==> src/rtl/cia_pkg.sv <==
// ----------------------------------------------------------------------------
// cia_pkg
// Shared types and constants of the complex integer ALU.
// ----------------------------------------------------------------------------
package cia_pkg;

  localparam int RESULT_BITS = 33;

  typedef enum logic [1:0] {
    MODE_ADD = 2'd0,
    MODE_SUB = 2'd1,
    MODE_MUL = 2'd2,
    MODE_DIV = 2'd3
  } mode_e;

  typedef struct packed {
    logic  valid;
    mode_e mode;
    logic  neg_re;
    logic  neg_im;
    logic  zero_den;
  } ctrl_t;

endpackage

==> src/rtl/cia_front.sv <==
// ----------------------------------------------------------------------------
// cia_front
// Two register stages: partial products, then sums, numerators and divisor.
// ----------------------------------------------------------------------------
module cia_front #(
  parameter int W = 16
) (
  input  logic                                clk_i,
  input  logic                                rst_ni,
  input  logic                                en_i,
  input  logic                                valid_i,
  input  logic [1:0]                          mode_i,
  input  logic signed [W-1:0]                 ar_i,
  input  logic signed [W-1:0]                 ai_i,
  input  logic signed [W-1:0]                 br_i,
  input  logic signed [W-1:0]                 bi_i,
  output cia_pkg::ctrl_t                      ctrl_o,
  output logic [2*W-1:0]                      den_o,
  output logic [2*W-1:0]                      num_re_o,
  output logic [2*W-1:0]                      num_im_o,
  output logic [cia_pkg::RESULT_BITS-1:0]     res_re_o,
  output logic [cia_pkg::RESULT_BITS-1:0]     res_im_o
);
  import cia_pkg::*;

  localparam int PW = 2 * W;
  localparam int EW = (PW + 2 > RESULT_BITS) ? PW + 2 : RESULT_BITS;

  logic               va_q;
  mode_e              mode_a_q;
  logic signed [PW-1:0] p_rr_q, p_ii_q, p_ri_q, p_ir_q, s_r_q, s_i_q;
  logic signed [PW-1:0] p_rr_d, p_ii_d, p_ri_d, p_ir_d, s_r_d, s_i_d;
  logic signed [W:0]  as_re_q, as_im_q, as_re_d, as_im_d;

  logic signed [PW:0] mul_re, mul_im, n_re, n_im;
  logic [PW-1:0]      den_d;
  logic signed [EW-1:0] ext_re, ext_im;
  ctrl_t              ctrl_d, ctrl_q;
  logic [PW-1:0]      num_re_d, num_im_d, den_q, num_re_q, num_im_q;
  logic [RESULT_BITS-1:0] res_re_d, res_im_d, res_re_q, res_im_q;

  always_comb begin
    p_rr_d = ar_i * br_i;
    p_ii_d = ai_i * bi_i;
    p_ri_d = ar_i * bi_i;
    p_ir_d = ai_i * br_i;
    s_r_d  = br_i * br_i;
    s_i_d  = bi_i * bi_i;
    if (mode_e'(mode_i) == MODE_SUB) begin
      as_re_d = (W+1)'(ar_i) - (W+1)'(br_i);
      as_im_d = (W+1)'(ai_i) - (W+1)'(bi_i);
    end else begin
      as_re_d = (W+1)'(ar_i) + (W+1)'(br_i);
      as_im_d = (W+1)'(ai_i) + (W+1)'(bi_i);
    end
  end

  always_ff @(posedge clk_i or negedge rst_ni) begin
    if (!rst_ni) begin
      va_q     <= 1'b0;
      mode_a_q <= MODE_ADD;
    end else if (en_i) begin
      va_q     <= valid_i;
      mode_a_q <= mode_e'(mode_i);
    end
  end

  always_ff @(posedge clk_i) begin
    if (en_i) begin
      p_rr_q  <= p_rr_d;
      p_ii_q  <= p_ii_d;
      p_ri_q  <= p_ri_d;
      p_ir_q  <= p_ir_d;
      s_r_q   <= s_r_d;
      s_i_q   <= s_i_d;
      as_re_q <= as_re_d;
      as_im_q <= as_im_d;
    end
  end

  always_comb begin
    mul_re = (PW+1)'(p_rr_q) - (PW+1)'(p_ii_q);
    mul_im = (PW+1)'(p_ri_q) + (PW+1)'(p_ir_q);
    n_re   = (PW+1)'(p_rr_q) + (PW+1)'(p_ii_q);
    n_im   = (PW+1)'(p_ir_q) - (PW+1)'(p_ri_q);
    den_d  = $unsigned(s_r_q) + $unsigned(s_i_q);
    if (mode_a_q == MODE_MUL) begin
      ext_re = EW'(mul_re);
      ext_im = EW'(mul_im);
    end else begin
      ext_re = EW'(as_re_q);
      ext_im = EW'(as_im_q);
    end
    res_re_d = ext_re[RESULT_BITS-1:0];
    res_im_d = ext_im[RESULT_BITS-1:0];
    num_re_d = n_re[PW] ? PW'(-n_re) : n_re[PW-1:0];
    num_im_d = n_im[PW] ? PW'(-n_im) : n_im[PW-1:0];
    ctrl_d.valid    = va_q;
    ctrl_d.mode     = mode_a_q;
    ctrl_d.neg_re   = n_re[PW];
    ctrl_d.neg_im   = n_im[PW];
    ctrl_d.zero_den = (den_d == '0);
  end

  always_ff @(posedge clk_i or negedge rst_ni) begin
    if (!rst_ni) begin
      ctrl_q <= '0;
    end else if (en_i) begin
      ctrl_q <= ctrl_d;
    end
  end

  always_ff @(posedge clk_i) begin
    if (en_i) begin
      den_q    <= den_d;
      num_re_q <= num_re_d;
      num_im_q <= num_im_d;
      res_re_q <= res_re_d;
      res_im_q <= res_im_d;
    end
  end

  assign ctrl_o   = ctrl_q;
  assign den_o    = den_q;
  assign num_re_o = num_re_q;
  assign num_im_o = num_im_q;
  assign res_re_o = res_re_q;
  assign res_im_o = res_im_q;

endmodule

==> config.mk <==
export PLATFORM = sky130hd
export DESIGN_NAME = cia_front
export DESIGN_NICKNAME = d
export VERILOG_FILES = /design/src/rtl/cia_pkg.sv /design/src/rtl/cia_front.sv
export SDC_FILE = /design/constraint.sdc
export NUM_CORES = 2
export LEC_CHECK = 0
export ABC_AREA = 0
export BUFFER_PORTS_ARGS = -buffer_cell sky130_fd_sc_hd__buf_2
export CAP_MARGIN = 20
export CORE_AREA = 8 8 411 413
export CTS_CLUSTER_SIZE = 40
export DETAILED_ROUTE_END_ITERATION = 12
export DIE_AREA = 0 0 419 421
export HOLD_SLACK_MARGIN = 0.15
export PLACE_DENSITY = 0.66
export SYNTH_ARGS = -nofsm -noshare
export SYNTH_HDL_FRONTEND = slang
export SYNTH_SLANG_ARGS = --single-unit
==> constraint.sdc <==
create_clock -name clk_i -period 10.95 [get_ports clk_i]
set_input_delay 2.19 -clock clk_i [delete_from_list [all_inputs] [get_ports clk_i]]
set_output_delay 2.19 -clock clk_i [all_outputs]
set_load 0.05 [all_outputs]
==> impl_metrics.env <==
export IMPL_cp_start_kind="input pin"
export IMPL_cts_htree_levels=2
export IMPL_max_slew_margin_rel_pct=25.8
export IMPL_cts_resized=0
export IMPL_crit_fanout=36
export IMPL_io_pins=238
export IMPL_final_cell_mix="inv_1 (1958), fa_1 (1521), nand2_1 (816), ha_1 (713), and2_1 (519)"
export IMPL_tns_ps=0
export IMPL_dp_hpwl_mm=180
export IMPL_period_needed_ps=9170
export IMPL_status="finished clean"
export IMPL_path_cells="buf_2 -> nand2_1 -> fa_1 -> inv_1 -> fa_1 -> ha_1 -> inv_1 -> fa_1 -> inv_1 -> fa_1 -> fa_1 -> ha_1 -> a21o_1 -> a21o_1 -> a21oi_1 -> nor2b_1 -> o21a_1 -> a2111oi_0 -> o311ai_0 -> a31oi_1 -> nor2b_1 -> o21a_1 -> o22ai_1 -> xnor2_1"
export IMPL_antenna_found_initial=16
export IMPL_clkSinkCount=395
export IMPL_grt_pass1_wl_mm=348
export IMPL_first_iter_violations=3910
export IMPL_gp_congestion=0.923
export IMPL_viasPerCell=5.37
export IMPL_synth_edf_count=386
export IMPL_grt_total_usage_pct=25.0
export IMPL_wl_mm=220
export IMPL_grt_max_degree=116
export IMPL_netlist_cell_type_count=98
export IMPL_timing_final_ws_setup_ps=1780
export IMPL_final_nets=10800
export IMPL_cp_required_ps=11290
export IMPL_finalCritPeriodShare_pct=83.8
export IMPL_final_util_pct=52.8
export IMPL_hold_path_class="reg -> reg"
export IMPL_grt_pass1_vias=61200
export IMPL_drive_gt1_share_pct=5.53
export IMPL_numCtsBuffers=45
export IMPL_die_w_um=419
export IMPL_dp_slack_ps=1270
export IMPL_clock_path_buffers=3
export IMPL_post_cts_setup_buffer_count=0
export IMPL_hold_violations=0
export IMPL_vias=57700
export IMPL_end_kind="register"
export IMPL_clk_latency_ps=640
export IMPL_fmax_ghz=0.109
export IMPL_path_common_cell="fa_1"
export IMPL_slew_viol_final=0
export IMPL_postCtsHoldBufs=0
export IMPL_grt_setup_unrepaired="false"
export IMPL_yosys_most_used_dff="edfxtp_1"
export IMPL_synth_seq_cells=395
export IMPL_rows=148
export IMPL_path_class="in -> reg"
export IMPL_grt_overflow=0
export IMPL_cp_slowest_cell="a2111oi_0"
export IMPL_numPortBuffers=237
export IMPL_yosys_warnings=0
export IMPL_ant_nets=0
export IMPL_holdWs_ps=506
export IMPL_wl_per_cell_um=20.5
export IMPL_postSynthCellCount=8498
export IMPL_final_common_cell="inv_1"
export IMPL_area_delta_synth_final_pct=6.11
export IMPL_worst_slew_pin_slew_ps=1110
export IMPL_firstDrtPassIters=6
export IMPL_path_clk_slew_ps=60
export IMPL_cts_root_buf="clkbuf_16"
export IMPL_core_area_mm2=0.162
export IMPL_crit_path_max_incr_delay_ps=900
export IMPL_synthesis_area_mm2=0.0806
export IMPL_cts_tree="yes"
export IMPL_ys_seq_area_share_pct=14.7
export IMPL_setup_violations_final=0
export IMPL_syn_area_per_cell_um2=9.48
export IMPL_skew_ps=56.8
export IMPL_dieArea_mm2=0.176
export IMPL_async_reset_ff_share_pct=2.28
export IMPL_fp_dieH_um=421
export IMPL_arrival_ps=9510
export IMPL_synth_nets=10800
export IMPL_cap_violations=0
export IMPL_initial_utilization_pct=49.7
export IMPL_drc_errors=0
final timing paths:
kind / cells after the start / endpoint / slack, ps / start
setup / recovery: 24 / s_i_q[31] / 1780 / bi_i[6]
min in group asynchronous: 1 / ctrl_o[4] / 1520 / rst_ni
hold reg to reg: 1 / ctrl_o[3] / 510 / ctrl_o[3]
max in group asynchronous: 1 / ctrl_o[0] / 9060 / rst_ni
setup reg to reg: 16 / num_im_o[31] / 5870 / p_ir_q[0]
hold / removal: 1 / ctrl_o[3] / 510 / ctrl_o[3]
cells by family (layout without fill, tap and decap cells):
| group | count (synthesis) | count (layout) | share of synthesized area (%) |
|---|---|---|---|
| buf+inv | 2313 | 2383 | 10.8 |
| fa+ha+maj | 2234 | 2234 | 48.9 |
| simple gates | 2110 | 2110 | 12.7 |
| compound gates | 959 | 959 | 7.67 |
| xor+xnor | 470 | 470 | 5.11 |
| flops | 395 | 395 | 14.7 |
| mux | 17 | 17 | 0.220 |
| other cells | 0 | 13 | 0 |
registers in the layout, summed over array words and instances, names as in the netlist:
register	count
p_ii_q	32
as_im_q	17
p_rr_q	32
res_re_o	33
as_re_q	17
s_i_q	31
num_im_o	32
num_re_o	32
va_q	1
p_ir_q	32
ctrl_o	6
p_ri_q	32
s_r_q	31
res_im_o	33
mode_a_q	2
den_o	32
per-layer routing:
| layer | GRT usage [%] | share of wire, % | vias to the layer above |
|---|---|---|---|
| li1 | - | - | 26100 |
| met5 | 0 | 0.0095 | - |
| met2 | 39.9 | 45 | 2143 |
| met1 | 34.0 | 42 | 29000 |
| met4 | 9.56 | 4.7 | 4 |
| met3 | 4.51 | 7.8 | 454 |
final cells by class:
| class | instances | area (µm²) |
|---|---|---|
| clock inverters | 30 | 404 |
| fillers | 14600 | 76500 |
| inverters | 1974 | 7410 |
| repair buffers | 326 | 1890 |
| diodes | 13 | 32.5 |
| multi-input cells | 5790 | 60000 |
| well taps | 2175 | 2720 |
| flip-flops and latches | 395 | 11800 |
| clock buffers | 53 | 1190 |
synthesized netlist by cell type (all sizes together) (23+ instances only):
library cell / number / share of area [%]
nand2: 816 / 3.8
o21bai: 49 / 0.46
nor3: 75 / 0.48
nand3: 58 / 0.36
a31oi: 42 / 0.35
nor2: 370 / 1.7
inv: 1964 / 9.1
or2: 23 / 0.18
a211oi: 35 / 0.35
buf: 42 / 0.25
a21o: 117 / 1.1
o31ai: 29 / 0.27
and2: 519 / 4.0
nor4: 25 / 0.19
nor2b: 50 / 0.39
xor2: 101 / 1.1
and3: 27 / 0.21
or3: 28 / 0.23
clkbuf: 297 / 1.4
o21ai: 193 / 1.2
xnor2: 369 / 4.0
ha: 713 / 11
edfxtp: 386 / 14
o21a: 34 / 0.32
fa: 1521 / 38
a21oi: 308 / 1.9
nand2b: 62 / 0.48
stage by stage:
step | cells | instance area [µm²]
4_1_cts | 10700 | 85500
3_5_place_dp | 10700 | 83900
5_1_grt | 10700 | 85500
3_3_place_gp | 10700 | 83900
6_report | 10800 | 85500
2_1_floorplan | 8498 | 80600
worst max-delay path: cells and delay by family:
family / cells / cell delay [ps]
AND/OR/NAND/NOR: 3 / 410
buffers and inverters: 4 / 970
XOR/XNOR: 1 / 100
adder cells (fa/ha/maj): 7 / 3040
AO/OA/AOI/OAI: 9 / 2750
Power is left out: the tool's default activity adds up to more than one toggle a clock period on the data nets, which glitch-free logic cannot reach.
